$ cat config.mk
export PLATFORM = sky130hd
export DESIGN_NAME = crb_ctrl
export DESIGN_NICKNAME = d
export VERILOG_FILES = /design/src/hdl/crb_pkg.sv /design/src/hdl/crb_ctrl.sv
export SDC_FILE = /design/constraint.sdc
export NUM_CORES = 1
export LEC_CHECK = 0
export ABC_AREA = 1
export BUFFER_PORTS_ARGS = -buffer_cell sky130_fd_sc_hd__buf_2
export CAP_MARGIN = 30
export CORE_AREA = 2 2 39 41
export CTS_CLUSTER_SIZE = 12
export DETAILED_ROUTE_END_ITERATION = 8
export DIE_AREA = 0 0 41 43
export GPL_TIMING_DRIVEN = 0
export PLACE_DENSITY = 0.51
export SLEW_MARGIN = 20
export SYNTH_ARGS = -nofsm -noshare
export SYNTH_HDL_FRONTEND = slang
export SYNTH_SLANG_ARGS = --single-unit
$ cat constraint.sdc
create_clock -name clk -period 2.65 [get_ports clk]
set_input_delay 0.3975 -clock clk [delete_from_list [all_inputs] [get_ports clk]]
set_output_delay 0.3975 -clock clk [all_outputs]
set_load 0.05 [all_outputs]
$ cat src/hdl/crb_pkg.sv
package crb_pkg;

	// Default screen geometry.
	localparam int CRB_SCREEN_WIDTH  = 800;
	localparam int CRB_SCREEN_HEIGHT = 480;

	// A bitmap pixel is drawn only when its alpha is above this level.
	localparam logic [7:0] CRB_ALPHA_LIMIT = 8'd128;

	// Function codes of an input word.
	localparam logic [2:0] FUNC_FILL    = 3'd0;
	localparam logic [2:0] FUNC_RESTORE = 3'd1;
	localparam logic [2:0] FUNC_SAVE    = 3'd2;
	localparam logic [2:0] FUNC_OPEN    = 3'd3;
	localparam logic [2:0] FUNC_PIXEL   = 3'd4;
	localparam logic [2:0] FUNC_READ    = 3'd5;

	// Status codes of a result word.
	localparam logic [1:0] STATUS_OK        = 2'd0;
	localparam logic [1:0] STATUS_OFFSCREEN = 2'd1;
	localparam logic [1:0] STATUS_NO_SPACE  = 2'd2;

	// Commands from the controller to the datapath.
	typedef struct packed {
		logic load;
		logic decode;
		logic mul;
		logic step;
		logic wr_pix;
		logic rd;
		logic out_load;
	} crb_cmd_t;

	// Status from the datapath to the controller.
	typedef struct packed {
		logic is_rect;
		logic is_pix;
		logic is_read;
		logic skip;
		logic last;
	} crb_stat_t;

endpackage

$ cat src/hdl/crb_ctrl.sv
module crb_ctrl
	import crb_pkg::*;
(
	input  logic      clk,
	input  logic      arst_n,
	input  logic      in_valid,
	output logic      in_ready,
	output logic      out_valid,
	input  logic      out_ready,
	input  crb_stat_t stat,
	output crb_cmd_t  cmd
);

	localparam logic [2:0] S_IDLE   = 3'd0;
	localparam logic [2:0] S_DECODE = 3'd1;
	localparam logic [2:0] S_MUL    = 3'd2;
	localparam logic [2:0] S_LOOP   = 3'd3;
	localparam logic [2:0] S_DRAIN  = 3'd4;
	localparam logic [2:0] S_WRPIX  = 3'd5;
	localparam logic [2:0] S_RDREQ  = 3'd6;
	localparam logic [2:0] S_RESULT = 3'd7;

	logic [2:0] state_q;
	logic [2:0] state_d;
	logic       out_valid_q;

	// Next state and commands.
	always_comb begin
		state_d = state_q;
		cmd     = '0;
		unique case (state_q)
			S_IDLE: begin
				if (in_valid) begin
					cmd.load = 1'b1;
					state_d  = S_DECODE;
				end
			end
			S_DECODE: begin
				cmd.decode = 1'b1;
				if (stat.is_rect || stat.is_pix || stat.is_read) begin
					state_d = S_MUL;
				end else begin
					state_d = S_RESULT;
				end
			end
			S_MUL: begin
				cmd.mul = 1'b1;
				if (stat.skip) begin
					state_d = S_RESULT;
				end else if (stat.is_rect) begin
					state_d = S_LOOP;
				end else if (stat.is_pix) begin
					state_d = S_WRPIX;
				end else begin
					state_d = S_RDREQ;
				end
			end
			S_LOOP: begin
				cmd.step = 1'b1;
				if (stat.last) begin
					state_d = S_DRAIN;
				end
			end
			S_DRAIN: begin
				state_d = S_RESULT;
			end
			S_WRPIX: begin
				cmd.wr_pix = 1'b1;
				state_d    = S_RESULT;
			end
			S_RDREQ: begin
				cmd.rd  = 1'b1;
				state_d = S_RESULT;
			end
			S_RESULT: begin
				if (!out_valid_q || out_ready) begin
					cmd.out_load = 1'b1;
					state_d      = S_IDLE;
				end
			end
			default: begin
				state_d = S_IDLE;
			end
		endcase
	end

	// State and output word valid flag.
	always_ff @(posedge clk or negedge arst_n) begin
		if (!arst_n) begin
			state_q     <= S_IDLE;
			out_valid_q <= 1'b0;
		end else begin
			state_q <= state_d;
			if (cmd.out_load) begin
				out_valid_q <= 1'b1;
			end else if (out_ready) begin
				out_valid_q <= 1'b0;
			end
		end
	end

	assign in_ready  = (state_q == S_IDLE);
	assign out_valid = out_valid_q;

endmodule

======== Word-level counts from Yosys, hierarchy flattened ========
Index checks and enable logic that the tools add are counted.
operators by class
  equality and inequality tests ........... 10
  multiplexer cells ....................... 19
  reduce and logical (&&, ||, !) cells .... 8
operators with widths
  cell                                                                    count
  3-bit 2-to-1 mux                                                        6
  3-bit one-hot mux with 6 select lines                                   1
  3-bit equality test (second input constant)                             4
  1-bit 2-to-1 mux                                                        11
  3-bit by 2-bit equality test with 1-bit output (second input constant)  2
  2-bit != test (second input constant)                                   3
  3-bit by 1-bit equality test with 1-bit output (second input constant)  1
  3-bit logical NOT                                                       1
  1-bit logical OR                                                        3
  3-bit AND reduction                                                     1
  3-bit OR reduction                                                      1
  2-bit 2-to-1 mux                                                        1
  2-bit nonzero test                                                      1
  1-bit logical NOT                                                       1
storage, ports and cells
  bits in registers ....................... 4
  input port bits ......................... 9
  output and inout bits ................... 9
  logic and storage cells ................. 39

======== Longest topological paths before layout ========
Gate-level depths: netlist of the first run.
  word-level depth ........................ 5
  depth in mapped cells ................... 7
  depth with buffers taken out ............ 7

======== Least setup slack after synthesis of the first run ========
OpenSTA, ideal clock, no wires.
  path kind ............................... register to output
  start ................................... register out_valid_q (netlist: out_valid)
  end ..................................... output port cmd[0] (netlist name)
  arrival ................................. 1382 ps
  required time ........................... 2253 ps
  slack ................................... 871 ps
  stages on the path, launching flop included .. 4
  buffers on the path ..................... 0
  cell sequence ........................... dfrtp_1 > inv_1 > nor2_1 > nor2_1
RTL lines
  element                 RTL line        RTL
  start, declared         crb_ctrl.sv:25  logic out_valid_q;
  start signal, assigned  crb_ctrl.sv:91  out_valid_q <= 1'b0;
  start signal, assigned  crb_ctrl.sv:95  out_valid_q <= 1'b1;
  start signal, assigned  crb_ctrl.sv:97  out_valid_q <= 1'b0;
  end, declared           crb_ctrl.sv:11  output crb_cmd_t cmd

==> impl_metrics.yaml, run 1 <==
drt:
  wl_um: 689
  wl_met2_um: 378
  dr.max_layer_used: "met3"
  vias_per_cell: 4.11
  ant_nets: 0
  drt_first_iter_violations: 9
  wl_met3_um: 19
  drcViolationCount: 0
  wl_met1_um: 290
  dr_total_vias: 390
  wire_per_inst_um: 7.25
  firstDrtPassIters: 4
finish:
  diodes: 0
  area_growth_pct: 42.5
  mostFrequentLayoutCells: "18 x nand2_1, 17 x buf_2, 13 x inv_1"
  layout-drive-gt1-share_pct: 30.4
  final_common_cell: "nand2_1"
  nNetsFinal: 90
  fillers: 163
setup_path:
  crit_fanout: 6
  crit_arrival_ns: 1.28
  required_ns: 2.25
  startpoint_type: "register"
  cp_slowest_cell: "dfrtp_1"
  r2r_slack_ns: 1.54
  cp_cell_sequence: "inv_2 -> nor2_2 -> inv_1 -> nor2_1 -> buf_2"
  path_class: "register to primary output"
  cp-end-kind: "primary output"
  reg2reg_depth: 7
  rr_startpoint: "state_q[2]$_DFFE_PN0P_"
  cpPeakStageDelay_ns: 0.44
  r2r_end: "state_q[0]$_DFFE_PN0P_"
synthesis:
  synth.avg_cell_area_sq_um: 5.59
  synthDistinctLibCells: 11
  syn_inst: 58
  synth-seq-cells: 4
  synth-seq-area-share_pct: 30.9
  yosysWarnings: 0
  mappedNetlistArea_sq_um: 324
  synth_nets: 67
placed_design:
  port_buffers: 17
  dp_hpwl_um: 600
  place.gp.congestion: 0.750
  place_ws_ns: 1.19
clocking:
  cts_root_buf: "clkbuf_4"
  cts_setup_buffers: 0
  clock_latency_ns: 0.23
  cts_made_buffers: 3
  htree_levels: 1
  clkSinkCount: 4
  clkTransAtPathRegs_ns: 0.04
  clk_path_buf_depth: 2
  cts_tree: "done"
timing:
  slew_headroom_pct: 83.5
  setup_slack_ns: 0.970
  finClkSkew_ns: 0.00177
  finalMaxSlewViolations: 0
  fin_setup_tns_ns: 0
  rsz0062_at_grt: "false"
  hold_violations: 0
  period_share_pct: 63.4
  period_minus_slack_ns: 1.68
  max_freq_mhz: 595
  finalSetupViolCount: 0
  worst_pin_slew_ns: 0.250
worst_hold_path:
  min_to: "out_valid$_DFFE_PN0P_"
  hold-path-cell-count: 2
  holdCritPathClass: "primary input to register"
  hold_start: "out_ready"
floorplanning:
  die_area_sq_um: 1760
  row_count: 14
  start_util_pct: 23.4
  dieWidth_um: 41
  die_h_um: 43
  io_pins: 18
  core_sq_um: 1380
job:
  cap_violations: 0
pwr:
  peakVddDrop_uv: 434
  p_leak_uw: 0.000307
  p_per_area_nw_per_um2: 1390
global_routing:
  gr-total-overflow: 0
  grt_max_degree: 7
  antenna_found_initial: 0
  grt_pass1_wl_mm: 1.10
  grt_pass1_vias: 328
  grt_util_all_layers_pct: 9.18
outcome:
  status: "finished clean"
## metrics by stage
step	total power [uW]	hold WS [ns]	std cells	util, %	cell area, sq um
floorplan	480	0.102	58	-	324
CTS	651	0.382	95	33.4	462
finish	642	0.382	95	33.4	462
detailed placement	573	0.205	91	31.0	429
global placement	575	0.205	91	31.0	429
global route	702	0.391	95	33.4	462
## Yosys cell counts
library cell	count	share of area, %
inv_2	1	1.2
nor3_1	1	1.5
dfrtp_1	4	31
nand3_2	1	3.1
nor2_1	11	13
inv_1	13	15
nand2_2	1	1.9
nand3_1	5	7.7
nand2_1	18	21
o21ai_0	2	3.1
nor2_2	1	1.9
## cells by family after synthesis
family | after synthesis | share of synthesized area (%)
flops | 4 | 30.9
buf+inv | 14 | 16.2
compound gates | 2 | 3.09
simple gates | 38 | 49.8
## flip-flops by register name (all words and copies together) (netlist names)
name       count
out_valid      1
state_q        3
## worst max path at each step
| stage | startpoint | cells past startpoint | slack [ns] | to |
|---|---|---|---|---|
| after global routing | state_q[2]$_DFFE_PN0P_ | 5 | 0.86 | cmd[0] |
| after floorplan | out_valid$_DFFE_PN0P_ | 3 | 0.87 | cmd[0] |
| after detailed placement | state_q[2]$_DFFE_PN0P_ | 5 | 1.19 | cmd[0] |
| after CTS | state_q[2]$_DFFE_PN0P_ | 5 | 0.94 | cmd[0] |
| final | state_q[2]$_DFFE_PN0P_ | 5 | 0.97 | cmd[0] |
| after global placement | state_q[2]$_DFFE_PN0P_ | 5 | 1.19 | cmd[0] |
## where the power goes
part / internal (uW) / switching (uW)
Sequential: 92.9 / 36.3
Combinational: 109 / 330
Clock: 50.5 / 22.5
## critical path: cells and delay by family (launching register included)
family / cells / cell delay (ns)
flops: 1 / 0.44
simple gates: 2 / 0.20
buf+inv: 3 / 0.42
## what timing repair did
action                                 4_1_cts  5_1_grt
endpoints found under the hold margin        4        0
gates resized for setup                      0        0
hold buffers                                 1        0
## routing by layer
metal | up-vias | GRT usage [%]
met2 | 5 | 14.1
met1 | 173 | 10.1
met4 | 0 | 6.00
li1 | 212 | -
met5 | - | 0
met3 | 0 | 3.14
## area by class of cell
type | count | area, sq um | share of cell area [%]
timing repair buffer | 18 | 95.1 | 20.6
inverter | 14 | 52.6 | 11.4
sequential | 4 | 100 | 21.7
tap | 16 | 20.0 | 4.34
multi-input combinational | 40 | 171 | 37.1
clock buffer | 3 | 22.5 | 4.88
Power figures use the tool's default switching activity.
==> inputs of run 2 (changes only) <==
--- a/config.mk
+++ b/config.mk
@@ -13,7 +13,7 @@
 export DETAILED_ROUTE_END_ITERATION = 8
 export DIE_AREA = 0 0 41 43
 export GPL_TIMING_DRIVEN = 0
-export PLACE_DENSITY = 0.51
+export PLACE_DENSITY = 0.53
 export SLEW_MARGIN = 20
 export SYNTH_ARGS = -nofsm -noshare
 export SYNTH_HDL_FRONTEND = slang
==> constraint.sdc (replaced) <==
create_clock -name clk -period 1.4 [get_ports clk]
set_input_delay 0.21 -clock clk [delete_from_list [all_inputs] [get_ports clk]]
set_output_delay 0.21 -clock clk [all_outputs]
set_load 0.05 [all_outputs]
==> impl_metrics.yaml, run 2 (synthesis gave the netlist of run 1 again) <==
drt:
  ant_nets: 0
  dr.max_layer_used: "met3"
  wire_per_inst_um: 7.69
  drt_first_iter_violations: 2
  drcViolationCount: 0
  firstDrtPassIters: 2
  dr_total_vias: 422
  vias_per_cell: 4.14
  wl_met1_um: 311
  wl_met3_um: 28
  wl_met2_um: 444
  wl_um: 784
finish:
  nNetsFinal: 97
  layout-drive-gt1-share_pct: 48.8
  diodes: 0
  final_common_cell: "nand2_1"
  largest_register: "state_q"
  area_growth_pct: 87.6
  fillers: 149
  mostFrequentLayoutCells: "18 x nand2_1, 10 x inv_1, 10 x buf_2"
  stdcell_count: 102
  largest_reg_flops: 3
setup_path:
  cp_cell_sequence: "nand2_2 -> nor2_4 -> inv_2 -> nor2_2 -> buf_6"
  reg2reg_depth: 9
  crit_fanout: 4
  r2r_slack_ns: 0.17
  r2r_end: "state_q[0]$_DFFE_PN0P_"
  cpPeakStageDelay_ns: 0.42
  cp_slowest_cell: "dfrtp_1"
  startpoint_type: "register"
  crit_start: "state_q[1]$_DFFE_PN0P_"
  path_class: "register to primary output"
  rr_startpoint: "state_q[0]$_DFFE_PN0P_"
  required_ns: 1.19
  endpoint: "cmd[0]"
  cp-end-kind: "primary output"
  crit_arrival_ns: 1.17
timing:
  finClkSkew_ns: 0.000474
  max_freq_mhz: 725
  period_share_pct: 98.5
  slew_headroom_pct: 83.6
  finalMaxSlewViolations: 0
  hold_violations: 0
  finalSetupViolCount: 0
  rsz0062_at_grt: "true"
  period_minus_slack_ns: 1.38
  worst_pin_slew_ns: 0.247
pwr:
  p_leak_uw: 0.000348
  p_per_area_nw_per_um2: 2600
  finalPower_uw: 1580
  peakVddDrop_uv: 831
floorplanning:
  die_h_um: 43
  io_pins: 18
  core_sq_um: 1380
  row_count: 14
  start_util_pct: 23.4
  die_area_sq_um: 1760
  dieWidth_um: 41
clocking:
  htree_levels: 1
  clock_latency_ns: 0.23
  cts_root_buf: "clkbuf_4"
  cts_tree: "done"
  cts_made_buffers: 3
  clkSinkCount: 4
  clkTransAtPathRegs_ns: 0.03
  clk_path_buf_depth: 2
placed_design:
  port_buffers: 17
  post-place-cells: 91
  place.gp.congestion: 0.689
  dp_hpwl_um: 579
global_routing:
  grt_util_all_layers_pct: 9.70
  gr-total-overflow: 0
  grt_max_degree: 6
  grt_pass1_vias: 356
  antenna_found_initial: 0
  grt_pass1_wl_mm: 1.17
job:
  cap_violations: 0
worst_hold_path:
  holdCritPathClass: "primary input to register"
outcome:
  status: "finished clean"
run 2: cell count changes in the layout (fill, tap and decap cells not counted), sizes merged:
cell	change
buf	+7
run 2: area by class of cell:
| cell class | count | area [sq um] | area share (%) |
|---|---|---|---|
| clock buffers | 3 | 22.5 | 3.70 |
| multi-input cells | 40 | 204 | 33.5 |
| inverters | 14 | 55.1 | 9.05 |
| well taps | 16 | 20.0 | 3.29 |
| flip-flops and latches | 4 | 103 | 16.9 |
| repair buffers | 25 | 204 | 33.5 |
run 2: report_power, final:
group	switching, uW	total [uW]	internal (uW)
clock network	40.6	136	95.4
logic	727	1180	454
registers	83.8	266	182
total	851	1580	731
run 2: layer usage:
metal	vias up	GRT usage, %
met5	-	0
met4	0	8.00
met3	0	1.57
met2	6	14.7
met1	188	11.1
li1	228	-
run 2: through the flow:
stage / instance area (sq um) / hold slack [ns] / TNS (ns) / utilization [%] / setup slack [ns]
final: 608 / 0.194 / 0 / 43.9 / 0.0214
after detailed placement: 444 / 0.0145 / 0 / 32.1 / 0.0862
after floorplan: 339 / -0.0856 / -0.0150 / - / -0.0150
after global routing: 608 / 0.219 / -0.0558 / 43.9 / -0.0285
after CTS: 542 / 0.190 / 0 / 39.2 / 0.00281
after global placement: 444 / 0.0167 / 0 / 32.1 / 0.0660
run 2: critical path, delay by kind of cell (launching register included):
| kind | cells | cell delay, ns |
|---|---|---|
| buffers and inverters | 2 | 0.20 |
| and+or+nand+nor | 3 | 0.31 |
| DFF | 1 | 0.42 |
run 2: how the worst min path moves through the flow:
stage                     slack, ns  cells after the start                     end      start
after global placement         0.02                      1   out_valid$_DFFE_PN0P_     arst_n
final                          0.19                      2   out_valid$_DFFE_PN0P_  out_ready
after CTS                      0.19                      2   out_valid$_DFFE_PN0P_  out_ready
after detailed placement       0.01                      1  state_q[2]$_DFFE_PN0P_     arst_n
after global routing           0.22                      2   out_valid$_DFFE_PN0P_  out_ready
after floorplan               -0.09                      0   out_valid$_DFFE_PN0P_     arst_n
run 2: timing repair:
| item | in CTS | in global routing |
|---|---|---|
| resized for setup | 11 | 13 |
| pin swaps | 1 | 3 |
| hold endpoints to repair | 4 | 0 |
| cloned | 0 | 0 |
| hold buffers | 1 | 0 |
| endpoints found under the setup margin | 7 | 7 |
| setup buffers | 3 | 4 |
==> inputs of run 3 (changes only) <==
--- a/config.mk
+++ b/config.mk
@@ -13,8 +13,8 @@
 export DETAILED_ROUTE_END_ITERATION = 8
 export DIE_AREA = 0 0 41 43
 export GPL_TIMING_DRIVEN = 0
-export PLACE_DENSITY = 0.53
-export SLEW_MARGIN = 20
+export PLACE_DENSITY_LB_ADDON = 0.12
+export SLEW_MARGIN = 30
 export SYNTH_ARGS = -nofsm -noshare
 export SYNTH_HDL_FRONTEND = slang
 export SYNTH_SLANG_ARGS = --single-unit
==> impl_metrics.yaml, run 3 (synthesis gave the netlist of run 1 again) <==
pwr:
  p_per_area_nw_per_um2: 2640
  p_clk_share_pct: 9.4
  p_int_uw: 647
  netSwitchingPower_uw: 833
  share_seq_of_total_power_pct: 16.9
  peakVddDrop_uv: 937
  swShare_pct: 56.3
  p_leak_uw: 0.000320
  comb_power_share_pct: 73.7
timing:
  hold_slack_ns: 0.197
  finClkSkew_ns: 0.00296
  max_freq_mhz: 728
  finalMaxSlewViolations: 0
  rsz0062_at_grt: "true"
  slew_headroom_pct: 83.7
  hold_violations: 0
  worst_pin_slew_ns: 0.243
  period_minus_slack_ns: 1.37
  finalSetupViolCount: 0
  period_share_pct: 98.1
placed_design:
  placed_area_sq_um: 444
  dp_hpwl_um: 609
  place.gp.congestion: 0.691
  port_buffers: 17
finish:
  layout-drive-gt1-share_pct: 44.4
  finalInstanceArea_sq_um: 561
  final_common_cell: "nand2_1"
  largest_register: "state_q"
  diodes: 0
  largest_reg_flops: 3
  fillers: 164
  area_growth_pct: 73.0
  mostFrequentLayoutCells: "18 x nand2_1, 12 x inv_1, 9 x buf_2"
  postLayoutCoreUtil_pct: 40.5
  nNetsFinal: 92
setup_path:
  r2r_slack_ns: 0.29
  cp-end-kind: "primary output"
  crit_fanout: 5
  rr_startpoint: "state_q[1]$_DFFE_PN0P_"
  cp_cell_sequence: "inv_4 -> nand3_2 -> nor2_2 -> buf_6"
  cp_slowest_cell: "dfrtp_2"
  required_ns: 1.19
  reg2reg_depth: 8
  crit_family: "flip-flops"
  crit_arrival_ns: 1.16
  path_class: "register to primary output"
  startpoint_type: "register"
  crit_buf_inv: 2
  cpPeakStageDelay_ns: 0.43
  r2r_end: "state_q[2]$_DFFE_PN0P_"
global_routing:
  grt_pass1_wl_mm: 1.24
  grt_pass1_vias: 336
  grt_util_all_layers_pct: 10.8
  gr-total-overflow: 0
  antenna_found_initial: 0
  grt_max_degree: 7
floorplanning:
  die_h_um: 43
  start_util_pct: 23.4
  die_area_sq_um: 1760
  io_pins: 18
  dieWidth_um: 41
  core_sq_um: 1380
  row_count: 14
worst_hold_path:
  min_to: "out_valid$_DFFE_PN0P_"
  holdCritPathClass: "primary input to register"
  hold_start: "out_ready"
  hold-path-cell-count: 2
drt:
  wire_per_inst_um: 7.44
  vias_per_cell: 4.06
  ant_nets: 0
  wl_um: 722
  drt_first_iter_violations: 4
  drcViolationCount: 0
  firstDrtPassIters: 2
  dr_total_vias: 394
clocking:
  clkSinkCount: 4
  clkTransAtPathRegs_ns: 0.04
  cts_tree: "done"
  cts_made_buffers: 3
  clk_path_buf_depth: 2
  cts_root_buf: "clkbuf_4"
  clock_latency_ns: 0.23
  htree_levels: 1
outcome:
  status: "finished clean"
job:
  cap_violations: 0
-- run 3: changes by cell type in the layout (fill, tap and decap cells not counted), sizes merged --
cell / previous run / this run
clkbuf: 3 / 4
buf: 24 / 18
-- run 3: worst max-delay path by stage --
stage | start | endpoint | slack [ns] | depth (start not counted)
after floorplan | state_q[2]$_DFFE_PN0P_ | cmd[2] | -0.01 | 2
after global placement | state_q[2]$_DFFE_PN0P_ | cmd[0] | 0.07 | 5
after detailed placement | state_q[2]$_DFFE_PN0P_ | cmd[0] | 0.08 | 5
after CTS | state_q[2]$_DFFE_PN0P_ | cmd[6] | -0.009 | 4
after global routing | state_q[1]$_DFFE_PN0P_ | cmd[0] | -0.06 | 5
final | state_q[2]$_DFFE_PN0P_ | cmd[6] | 0.03 | 4
-- run 3: what timing repair did --
item	4_1_cts	5_1_grt
gates resized for setup	11	13
endpoints found under the setup margin	7	8
setup buffers	0	2
hold buffers	1	0
pin swaps	0	3
hold endpoints to repair	4	0
-- run 3: through the flow --
stage               setup slack [ns]  setup TNS, ns  power (uW)  cells
floorplan                    -0.0150        -0.0150         946     58
global placement              0.0677              0        1130     91
finish                        0.0265              0        1480     97
detailed placement            0.0764              0        1130     91
CTS                         -0.00937        -0.0168        1350     95
global route                 -0.0633         -0.245        1610     97
-- run 3: area by class of cell --
class | count | area (sq um) | share of cell area [%]
Multi-Input combinational cell | 40 | 204 | 36.4
Tap cell | 16 | 20.0 | 3.57
Timing Repair Buffer | 20 | 156 | 27.9
Inverter | 14 | 55.1 | 9.82
Sequential cell | 4 | 103 | 18.3
Clock buffer | 3 | 22.5 | 4.02
-- run 3: worst register-to-register path: cells and delay by family (launching register included) --
kind	cells	cell delay, ns
buf+inv	2	0.20
flops	1	0.39
simple gates	6	0.40
-- run 3: power by group through the flow --
| stage | logic (uW) | registers (uW) | clock network [uW] |
|---|---|---|---|
| global placement | 873 | 257 | 0 |
| finish | 1090 | 250 | 138 |
| CTS | 943 | 262 | 145 |
| floorplan | 668 | 278 | 0 |
| global route | 1190 | 262 | 158 |
| detailed placement | 873 | 255 | 0 |
-- run 3: per-layer routing --
metal | up-vias | part of all wire, % | track usage [%] | wire length, um
met1 | 169 | 47 | 13.4 | 338
met4 | 0 | 0 | 8.00 | 0
met5 | - | 0 | 0 | 0
met3 | 0 | 3.5 | 4.71 | 25
met2 | 7 | 50 | 14.1 | 358
li1 | 218 | - | - | -
